===== src/design/pmw_pkg.sv =====
// Package with the types, constants and codes shared by the spanning tree weight block.
`default_nettype none

package pmw_pkg;

	localparam int MAX_VERTICES = 64;
	localparam int WEIGHT_BITS  = 16;
	localparam int VTX_W        = $clog2(MAX_VERTICES);
	localparam int CNT_W        = VTX_W + 1;
	localparam int ADDR_W       = 2 * VTX_W;
	localparam int MAT_DEPTH    = MAX_VERTICES * MAX_VERTICES;
	localparam int SUM_W        = 22;
	localparam int CFG_ADDR_W   = 3;
	localparam int CFG_DATA_W   = 32;
	localparam int VC_RESET     = 64;

	// Register byte addresses, decoded on the word address bit.
	localparam logic REG_VERTEX_COUNT = 1'b0;

	typedef enum logic [1:0] {
		CMD_CLEAR = 2'd0,
		CMD_EDGE  = 2'd1,
		CMD_SOLVE = 2'd2,
		CMD_NONE  = 2'd3
	} cmd_e;

	typedef struct packed {
		logic [1:0]             command;
		logic [VTX_W-1:0]       vertex_a;
		logic [VTX_W-1:0]       vertex_b;
		logic [WEIGHT_BITS-1:0] weight;
	} req_t;

	typedef struct packed {
		logic [SUM_W-1:0] total_weight;
		logic             connected;
	} rsp_t;

	// One adjacency matrix entry: a present bit and the edge weight.
	typedef struct packed {
		logic                   present;
		logic [WEIGHT_BITS-1:0] w;
	} ent_t;

	// Commands from the controller to the datapath.
	typedef struct packed {
		logic cnt_clr;
		logic cnt_inc;
		logic mat_clr_wr;
		logic edge_wr_ab;
		logic edge_wr_ba;
		logic latch_in;
		logic solve_init;
		logic scan_rd;
		logic scan_init;
		logic pick_commit;
		logic emit;
		logic emit_ok;
	} ctl_t;

	// Status from the datapath to the controller.
	typedef struct packed {
		logic idx_last_clr;
		logic idx_last_scan;
		logic tree_full;
		logic found;
	} sts_t;

endpackage

`default_nettype wire


===== src/design/pmw_ctrl.sv =====
// Controller state machine that sequences clears, edge loads and the tree search.
`default_nettype none

module pmw_ctrl (
	input  wire logic          clk,
	input  wire logic          arst_n,
	input  wire logic          start,
	input  wire pmw_pkg::cmd_e command,
	input  wire pmw_pkg::sts_t sts,
	output pmw_pkg::ctl_t      ctl,
	output logic               busy,
	output logic               done
);

	typedef enum logic [2:0] {
		S_RST_CLR,
		S_IDLE,
		S_CLR,
		S_EDGE,
		S_INIT,
		S_UPD,
		S_DRAIN,
		S_PICK
	} state_t;

	state_t state_q;
	state_t state_d;
	logic   done_q;

	assign busy = (state_q != S_IDLE);
	assign done = done_q;

	always_comb begin
		ctl     = '0;
		state_d = state_q;
		unique case (state_q)
			S_RST_CLR, S_CLR: begin
				ctl.mat_clr_wr = 1'b1;
				ctl.cnt_inc    = 1'b1;
				if (sts.idx_last_clr) begin
					state_d = S_IDLE;
				end
			end
			S_IDLE: begin
				ctl.cnt_clr = 1'b1;
				if (start) begin
					ctl.latch_in = 1'b1;
					unique case (command)
						pmw_pkg::CMD_CLEAR: state_d = S_CLR;
						pmw_pkg::CMD_EDGE: begin
							ctl.edge_wr_ab = 1'b1;
							state_d        = S_EDGE;
						end
						pmw_pkg::CMD_SOLVE: begin
							ctl.solve_init = 1'b1;
							state_d        = S_INIT;
						end
						pmw_pkg::CMD_NONE: state_d = S_IDLE;
					endcase
				end
			end
			S_EDGE: begin
				ctl.edge_wr_ba = 1'b1;
				state_d        = S_IDLE;
			end
			S_INIT, S_UPD: begin
				ctl.scan_rd   = 1'b1;
				ctl.scan_init = (state_q == S_INIT);
				if (sts.idx_last_scan) begin
					ctl.cnt_clr = 1'b1;
					state_d     = S_DRAIN;
				end else begin
					ctl.cnt_inc = 1'b1;
				end
			end
			S_DRAIN: state_d = S_PICK;
			S_PICK: begin
				priority if (sts.tree_full) begin
					ctl.emit    = 1'b1;
					ctl.emit_ok = 1'b1;
					state_d     = S_IDLE;
				end else if (!sts.found) begin
					ctl.emit = 1'b1;
					state_d  = S_IDLE;
				end else begin
					ctl.pick_commit = 1'b1;
					state_d         = S_UPD;
				end
			end
		endcase
	end

	always_ff @(posedge clk or negedge arst_n) begin
		if (!arst_n) begin
			state_q <= S_RST_CLR;
			done_q  <= 1'b0;
		end else begin
			state_q <= state_d;
			done_q  <= ctl.emit;
		end
	end

endmodule

`default_nettype wire


===== config.mk =====
export PLATFORM = sky130hd
export DESIGN_NAME = pmw_ctrl
export DESIGN_NICKNAME = d
export VERILOG_FILES = /design/src/design/pmw_pkg.sv /design/src/design/pmw_ctrl.sv
export SDC_FILE = /design/constraint.sdc
export NUM_CORES = 1
export LEC_CHECK = 0
export BUFFER_PORTS_ARGS = -buffer_cell sky130_fd_sc_hd__buf_2
export CORE_AREA = 2 2 39 41
export CTS_BUF_LIST = sky130_fd_sc_hd__clkbuf_8
export DETAILED_ROUTE_END_ITERATION = 10
export DIE_AREA = 0 0 41 43
export PLACE_DENSITY = 0.52
export SLEW_MARGIN = 20
export SYNTH_ARGS = -nofsm -noshare
export SYNTH_HDL_FRONTEND = slang
export SYNTH_SLANG_ARGS = --single-unit

===== constraint.sdc =====
create_clock -name clk -period 1.5 [get_ports clk]
set_clock_uncertainty 0.15 [all_clocks]
set_input_delay 0.3 -clock clk [delete_from_list [all_inputs] [get_ports clk]]
set_output_delay 0.3 -clock clk [all_outputs]
set_load 0.02 [all_outputs]

[After elaboration in Yosys (flattened, before gate mapping)]
Index checks and enable logic that the tools add are counted.
Word-level totals
  word-level logic and storage cells: 47
  register bits: 4
  output and inout port bits: 14
  bits of input ports: 9
Operators by class
  reduce and logical (&&, ||, !) cells: 5
  mux-type cells: 26
  equality and inequality tests: 14
Operators with widths (count)
  $mux W3: 6
  $pmux W3 S6: 1
  $mux W1: 13
  $eq A3 B3 Y1 const B: 4
  $pmux W3 S4: 1
  $eq A3 B2 Y1 const B: 2
  $mux W2: 3
  $ne A2 B2 Y1 const B: 3
  $eq A2 B2 Y1 const B: 2
  $pmux W1 S2: 2
  $reduce_or A2 Y1: 2
  $eq A3 B1 Y1 const B: 1
  $logic_not A3 Y1: 1
  $ne A3 B1 Y1 const B: 1
  $reduce_and A3 Y1: 1
  $eq A2 B1 Y1 const B: 1
  $logic_not A2 Y1: 1

[Depth between registers and ports, before layout]
Gate-level depths: netlist of the first run.
  depth after elaboration: 4
  mapped depth: 5
  gate-level depth less buffers: 5

[Least setup slack after synthesis of the first run]
Ideal clock, no wire load.
  kind: register -> output
  from: register state_q[0]
  to: output ctl[8] (netlist name)
  buffers on the path: 1
  slack: -49 ps
  data required time: 1050 ps
  arrival: 1099 ps
  stages on the path, launching flop included: 5
  cell sequence: dfrtp_1 buf_6 nor3b_4 nand2_2 nor3b_2
RTL lines
  start, declared: line pmw_ctrl.sv:26  | state_t state_q;
  start signal, assigned: line pmw_ctrl.sv:98  | state_q <= state_d;
  end, declared: line pmw_ctrl.sv:10  | output pmw_pkg::ctl_t ctl,

==> flow_summary.ini, run 1 <==
[critical_path]
endpoint_kind = output pin
path_class = register to output pin
cp-start-kind = register
arrival_ns = 1.30
worst-path-max-fanout = 3
critical_path_required_ns = 1.05
setup.worst_path.start = state_q[1]
r2r_start = state_q[1]

[final_layout]
fin_nets = 88
register_area_sq_um = 100
fin_area_sq_um = 759
fill_cells = 133
area_delta_synth_final_pct = 140
multi_input_area_sq_um = 254
diodes = 0
drive_above_1_share = 0.766
final_util = 0.549

[routing]
num_vias = 435
drc = 0
ant_nets = 0
drt_pass1_iterations = 2
wl_per_cell_um = 11.5
viasPerCell = 4.68
drt_iter0_drc = 3
wirelength_um = 1070

[synthesis]
synth-edff-count = 0
synth_area_sq_um = 317
synthArstFlopShare = 1.00
ys_types = 21
synth_flop_cell = dfrtp_1
synth.top_cell.area_share = 0.316
yosysSeqAreaShare = 0.316
synth_fp_nets = 47
synth_common_cells = 5 x inv_1, 5 x nand2_1, 4 x dfrtp_1, 4 x nor2_1
synth.top_cells.by_area = dfrtp_1 32%, nor3b_2 7.9%, inv_1 5.9%, nand2_1 5.9%, nor3b_4 5.9%
synthCells = 38
synth-seq-cells = 4
synth_area_per_cell_sq_um = 8.33
yosysWarningCount = 0
synth_largest_area_cell = dfrtp_1

[clock_tree]
clk_path_buf_depth = 2
htreeDepth = 1
cts_tree = done
insertion_delay_ns = 0.22
cts_buffers = 3
cts_root_buf = clkbuf_8
clkTransAtPathRegs_ns = 0.03
cts_sinks = 4

[timing]
finalCriticalPeriod_ns = 1.75
setup_viol = 14
worst_pin_slew_ns = 0.173
slew_headroom = 0.884
rsz0062_at_grt = true
final_max_slew_viol_count = 0
period_share = 1.17
finalWorstSetupSlack_ns = -0.252
clock.fmax_mhz = 571
hold_viol = 0

[placed_design]
gp_congestion = 0.697
pre_cts_slack_ns = -0.0606
port_buffers = 22
place_area_sq_um = 497
hpwl_um = 638

[power_and_ir_drop]
switching_power_uw = 646
power.internal_uw = 926
finalPower_uw = 1570
p_seq_frac = 0.116
ir_worst_vdd_mv = 0.966
netSwitchingFraction = 0.411
p_comb_frac = 0.742
power_density_nw_per_um2 = 2070
p_leak_uw = 0.000375
clkPwrFrac = 0.142

[die]
die_area_sq_um = 1760
coreArea_sq_um = 1380
die_x_um = 41
io_pins = 23
die_h_um = 43
initial_core_util = 0.229
num_rows = 14

[grt]
groute.layer.met3.usage = 0.0471
grt_max_degree = 11
grt_pass1_vias = 390
grt_usage = 0.133
antenna_found_initial = 0
grt.busiest_layer = met2
grt_use_met1 = 0.146
grt_pass1_wl_um = 1550
overflow = 0
met2_usage = 0.216

[status]
failed_checks = negative setup slack
status = finished, violations left

[flow_run]
cap_violations = 0

[min_path]
hold_class = input port to register
hold_start = sts[3]
## routing by layer
metal | part of all wire | up-vias
met5 | 0 | -
met4 | 0.016 | 0
met3 | 0.051 | 2
met2 | 0.54 | 16
met1 | 0.39 | 210
li1 | - | 207
## path summary, 6_finish.rpt
| check | end | slack (ns) | cells after the start |
|---|---|---|---|
| min in group asynchronous | state_q[1] | 0.26 | 2 |
| max in group asynchronous | state_q[0] | 0.82 | 2 |
| max | ctl[3] | -0.25 | 6 |
| min reg2reg | state_q[2] | 0.52 | 2 |
| max reg2reg | state_q[1] | -0.14 | 7 |
| min | state_q[0] | 0.19 | 2 |
## cell type report
type,count,share of cell area
Timing Repair Buffer,38,0.418
Multi-Input combinational cell,27,0.334
Sequential cell,4,0.132
Clock buffer,3,0.0544
Inverter,5,0.0346
Tap cell,16,0.0264
## per-stage QoR
step           instances  hold slack (ns)  setup TNS, ns
2_1_floorplan         38           -0.146        -0.0184
4_1_cts               92            0.195          -2.40
3_3_place_gp          80          -0.0441        -0.0687
3_5_place_dp          80          -0.0422         -0.142
6_report              93            0.194          -2.50
5_1_grt               93            0.204          -3.19
## sequential cells by signal, summed over array words and instances (netlist names)
register and count:
state_q 3, done 1
## placed cells by master (no fill, tap or decap), types with 2 or more instances in the layout
cell,n
nand2_1,3
clkbuf_8,3
buf_6,12
nor2_4,2
dfrtp_1,4
a31oi_1,2
inv_2,2
buf_2,9
nor2_1,2
nand2_2,2
nor3b_4,3
buf_4,15
## power groups by stage
stage                     logic (uW)  clock network [uW]  registers, uW
after floorplan                  465                   0            190
after global placement           715                   0            178
after detailed placement         712                   0            181
after CTS                       1090                 231            179
after global routing            1250                 242            187
final                           1170                 223            182
## critical path, stage by stage, from the launching register on
cell and delay (ns):
dfrtp_1 0.40, buf_4 0.15, buf_6 0.12, inv_6 0.06
nand2_4 0.05, nor2_1 0.13, buf_4 0.17
## cells by family after synthesis
family / count (synthesis) / share of synthesized area
simple gates: 19 / 0.403
compound gates: 8 / 0.170
buf+inv: 7 / 0.111
flops: 4 / 0.316
## what timing repair did
item | 4_1_cts | 5_1_grt
setup endpoints to repair | 13 | 14
pin swaps | 3 | 5
setup buffers | 9 | 2
resized for setup | 40 | 6
hold endpoints to repair | 4 | 0
hold buffers | 1 | 0
No activity file was read; power rests on OpenSTA's default activity.
==> inputs of run 2 (changes only) <==
--- a/config.mk
+++ b/config.mk
@@ -10,7 +10,7 @@
 export CTS_BUF_LIST = sky130_fd_sc_hd__clkbuf_8
 export DETAILED_ROUTE_END_ITERATION = 10
 export DIE_AREA = 0 0 41 43
-export PLACE_DENSITY = 0.52
+export PLACE_DENSITY_LB_ADDON = 0.3
 export SLEW_MARGIN = 20
 export SYNTH_ARGS = -nofsm -noshare
 export SYNTH_HDL_FRONTEND = slang
==> run 2 against run 1 <==
Effect of this change: the run still ends with negative setup slack left; die area did not move; clock power grew 2%; setup slack improved by 0.0015 ns; fmax about the same; largest cell class unchanged.
==> flow_summary.ini, run 2 (synthesis gave the netlist of run 1 again) <==
[status]
status = finished, violations left
failed_checks = negative setup slack

[routing]
drt_pass1_iterations = 2
wl_per_cell_um = 10.2
drc = 0
drt_iter0_drc = 5
ant_nets = 0
wirelength_um = 901
num_vias = 396
viasPerCell = 4.50

[clock_tree]
clkTransAtPathRegs_ns = 0.03
cts_root_buf = clkbuf_8
htreeDepth = 1
cts_tree = done
cts_sinks = 4
clk_path_buf_depth = 2
cts_buffers = 3
insertion_delay_ns = 0.22

[timing]
setup_viol = 13
final_max_slew_viol_count = 0
worst_pin_slew_ns = 0.173
hold_viol = 0
rsz0062_at_grt = true
slew_headroom = 0.884
tns_ns = -1.77
finalCriticalPeriod_ns = 1.75
clock.fmax_mhz = 571
period_share = 1.17
finalWorstSetupSlack_ns = -0.250

[die]
initial_core_util = 0.229
die_x_um = 41
num_rows = 14
die_h_um = 43
coreArea_sq_um = 1380
die_area_sq_um = 1760
io_pins = 23

[grt]
overflow = 0
grt_pass1_vias = 362
antenna_found_initial = 0
grt_pass1_wl_um = 1400
grt_max_degree = 11
grt_usage = 0.124

[critical_path]
endpoint_kind = output pin
r2r_start = state_q[2]
reg2reg_depth = 6
worstSetupEndpoint = ctl[8]
worst-path-max-fanout = 4
path_class = register to output pin
setup.worst_path.start = state_q[2]
worstReg2RegEnd = state_q[1]
critical_path_required_ns = 1.05
arrival_ns = 1.30
ff2ff_setup_slack_ns = -0.04
cp-start-kind = register

[final_layout]
drive_above_1_share = 0.708
largest_reg_flops = 3
final_util = 0.486
fin_nets = 83
final_cell_mix = 12 x buf_2, 10 x buf_6, 10 x buf_4
area_delta_synth_final_pct = 112
regMostFlops = state_q
final_common_cell = buf_2
diodes = 0

[power_and_ir_drop]
switching_power_uw = 591
power_density_nw_per_um2 = 2130
p_comb_frac = 0.716
power.internal_uw = 839
ir_worst_vdd_mv = 0.786
clkPwrFrac = 0.159
netSwitchingFraction = 0.413
p_seq_frac = 0.125
p_leak_uw = 0.000344

[placed_design]
port_buffers = 22
pre_cts_slack_ns = -0.0558
gp_congestion = 0.721

[min_path]
hold_class = input port to register

[flow_run]
cap_violations = 0
[run 2: worst min path at each step]
stage,startpoint,to,slack [ns],cells past startpoint
6_report,sts[0],done,0.13,2
3_5_place_dp,arst_n,done,-0.04,1
5_1_grt,sts[0],done,0.14,2
3_3_place_gp,arst_n,done,-0.04,1
4_1_cts,sts[0],done,0.13,2
2_1_floorplan,arst_n,done,-0.15,0
[run 2: through the flow]
stage               area [sq um]  std cells  hold WS [ns]  total power, uW
detailed placement           497         80       -0.0425              893
finish                       672         88         0.127             1430
floorplan                    338         38        -0.146              655
global route                 672         88         0.142             1530
global placement             497         80       -0.0442              891
CTS                          593         85         0.127             1230
[run 2: final cells by class]
| cell class | instances | area, sq um |
|---|---|---|
| multi-input combinational | 27 | 226 |
| tap | 16 | 20.0 |
| inverter | 5 | 26.3 |
| clock buffer | 3 | 41.3 |
| fill | 127 | 712 |
| timing repair buffer | 33 | 258 |
| sequential | 4 | 100 |
[run 2: critical path, cell delays in order (launching register included)]
cell and delay [ns]:
dfrtp_1 0.39, nor3b_4 0.23, nand2_2 0.13, nor3b_4 0.19, buf_6 0.14
[run 2: power by group through the flow]
stage	clock, uW	combinational (uW)	sequential (uW)
floorplan	0	465	190
global placement	0	714	177
detailed placement	0	714	179
CTS	230	819	178
global route	243	1100	184
finish	227	1020	179
[run 2: repair_timing]
action	CTS	global route
resized for setup	15	17
buffers inserted	1	3
endpoints found under the setup margin	12	14
hold buffers	1	0
endpoints found under the hold margin	4	0
pin swaps	3	3
[run 2: metal layers]
metal / vias to the layer above / part of all wire / track usage
li1: 200 / - / -
met1: 180 / 0.39 / 0.140
met2: 13 / 0.53 / 0.184
met3: 3 / 0.047 / 0.0157
met4: 0 / 0.028 / 0.120
met5: - / 0 / 0
==> inputs of run 3 (changes only) <==
==> constraint.sdc (replaced) <==
create_clock -name clk -period 2 [get_ports clk]
set_clock_uncertainty 0.15 [all_clocks]
set_input_delay 0.4 -clock clk [delete_from_list [all_inputs] [get_ports clk]]
set_output_delay 0.4 -clock clk [all_outputs]
set_load 0.02 [all_outputs]
==> run 3 against run 2 <==
Effect of this change: the run now ends clean; wire length is 9.5% lower; setup slack better by 0.34 ns; clock-buffer cell count stayed put; total power is 44% lower; utilization is 12 points lower; first-iteration DRC count is 20% lower; non-clock buffer count is 7 lower; final cell count is 8.0% lower; combinational power is 55% lower; sequential cell count stayed put; hold slack better by 0.11 ns; critical path type unchanged.
==> flow_summary.ini, run 3 (synthesis gave the netlist of run 1 again) <==
[routing]
viasPerCell = 4.40
drt_iter0_drc = 4
num_vias = 356
ant_nets = 0
drt_pass1_iterations = 4
wirelength_um = 815
wl_per_cell_um = 10.1
drc = 0

[critical_path]
cp-start-kind = register
endpoint_kind = output pin
arrival_ns = 1.36
critical_path_required_ns = 1.45
r2r_start = state_q[0]
setup.worst_path.start = state_q[2]
worst-path-max-fanout = 6
path_class = register to output pin

[power_and_ir_drop]
power.internal_uw = 438
p_seq_frac = 0.212
clkPwrFrac = 0.212
switching_power_uw = 356
netSwitchingFraction = 0.449
ir_worst_vdd_mv = 0.491
p_comb_frac = 0.576
finalPower_uw = 794
power_density_nw_per_um2 = 1560
p_leak_uw = 0.000279

[placed_design]
gp_congestion = 0.803
hpwl_um = 626
dp_cells = 75
port_buffers = 22

[grt]
met2_usage = 0.141
grt.busiest_layer = met1
grt_max_degree = 12
grt_use_met1 = 0.149
groute.layer.met3.usage = 0.0628
grt_pass1_vias = 328
overflow = 0
grt_pass1_wl_um = 1300
antenna_found_initial = 0
grt_usage = 0.110

[final_layout]
fill_cells = 145
fin_nets = 76
final_cell_mix = 22 x buf_2, 5 x inv_1, 5 x nand2_1
largest_reg_flops = 3
fin_cells = 81
final_util = 0.367
final_common_cell = buf_2
area_delta_synth_final_pct = 60.5
regMostFlops = state_q
drive_above_1_share = 0.585
diodes = 0

[die]
num_rows = 14
coreArea_sq_um = 1380
io_pins = 23
initial_core_util = 0.229
die_area_sq_um = 1760
die_h_um = 43
die_x_um = 41

[timing]
worst_pin_slew_ns = 0.169
setup_viol = 0
finalCriticalPeriod_ns = 1.91
clock.fmax_mhz = 524
slew_headroom = 0.887
hold_viol = 0
tns_ns = 0
final_max_slew_viol_count = 0
period_share = 0.953

[clock_tree]
cts_buffers = 3
cts_root_buf = clkbuf_8
htreeDepth = 1
clkTransAtPathRegs_ns = 0.03
insertion_delay_ns = 0.22
cts_sinks = 4
cts_tree = done
clk_path_buf_depth = 2

[min_path]
hold_start = sts[0]
hold_class = input port to register

[flow_run]
cap_violations = 0

[status]
status = finished clean
run 3: cell count changes in the layout (fill, tap and decap cells not counted), sizes merged:
cell / delta
buf: -7
run 3: cell type report:
cell class	count	area, sq um	share of cell area
Clock buffer	3	41.3	0.0813
Timing Repair Buffer	26	143	0.281
Tap cell	16	20.0	0.0394
Inverter	5	18.8	0.0369
Multi-Input combinational cell	27	181	0.357
Sequential cell	4	104	0.204
run 3: repair_timing:
item,in CTS,in global routing
hold endpoints to repair,4,0
gates resized for setup,0,3
hold buffers,1,0
buffers inserted,0,2
endpoints found under the setup margin,0,3
run 3: power groups by stage:
stage               Combinational [uW]  Sequential [uW]  Clock [uW]
floorplan                          334              143           0
global placement                   417              172           0
detailed placement                 419              175           0
CTS                                422              173         172
global route                       509              177         182
finish                             457              169         168
run 3: final timing paths:
check | slack (ns) | depth (start not counted) | to
min in group asynchronous | 0.37 | 2 | state_q[0]
max | 0.09 | 4 | ctl[8]
max in group asynchronous | 1.19 | 2 | state_q[1]
min | 0.24 | 2 | done
max reg2reg | 0.78 | 2 | state_q[0]
min reg2reg | 0.37 | 1 | state_q[2]
run 3: worst max-delay path: stages, from the launching register on:
cell	delay, ns
dfrtp_2	0.44
nor3b_4	0.23
nand2_2	0.11
nor3b_2	0.18
buf_2	0.18
run 3: through the flow:
| stage | area [sq um] | hold slack [ns] | setup WS (ns) |
|---|---|---|---|
| floorplan | 317 | -0.0456 | 0.351 |
| global placement | 438 | 0.0567 | 0.262 |
| detailed placement | 438 | 0.0581 | 0.244 |
| CTS | 489 | 0.237 | 0.000859 |
| global route | 508 | 0.259 | -0.00163 |
| finish | 508 | 0.240 | 0.0932 |
run 3: metal layers:
metal / wire length, um / up-vias
li1: - / 183
met1: 400 / 153
met2: 336 / 20
met3: 77 / 0
met4: 0 / 0
met5: 0 / -
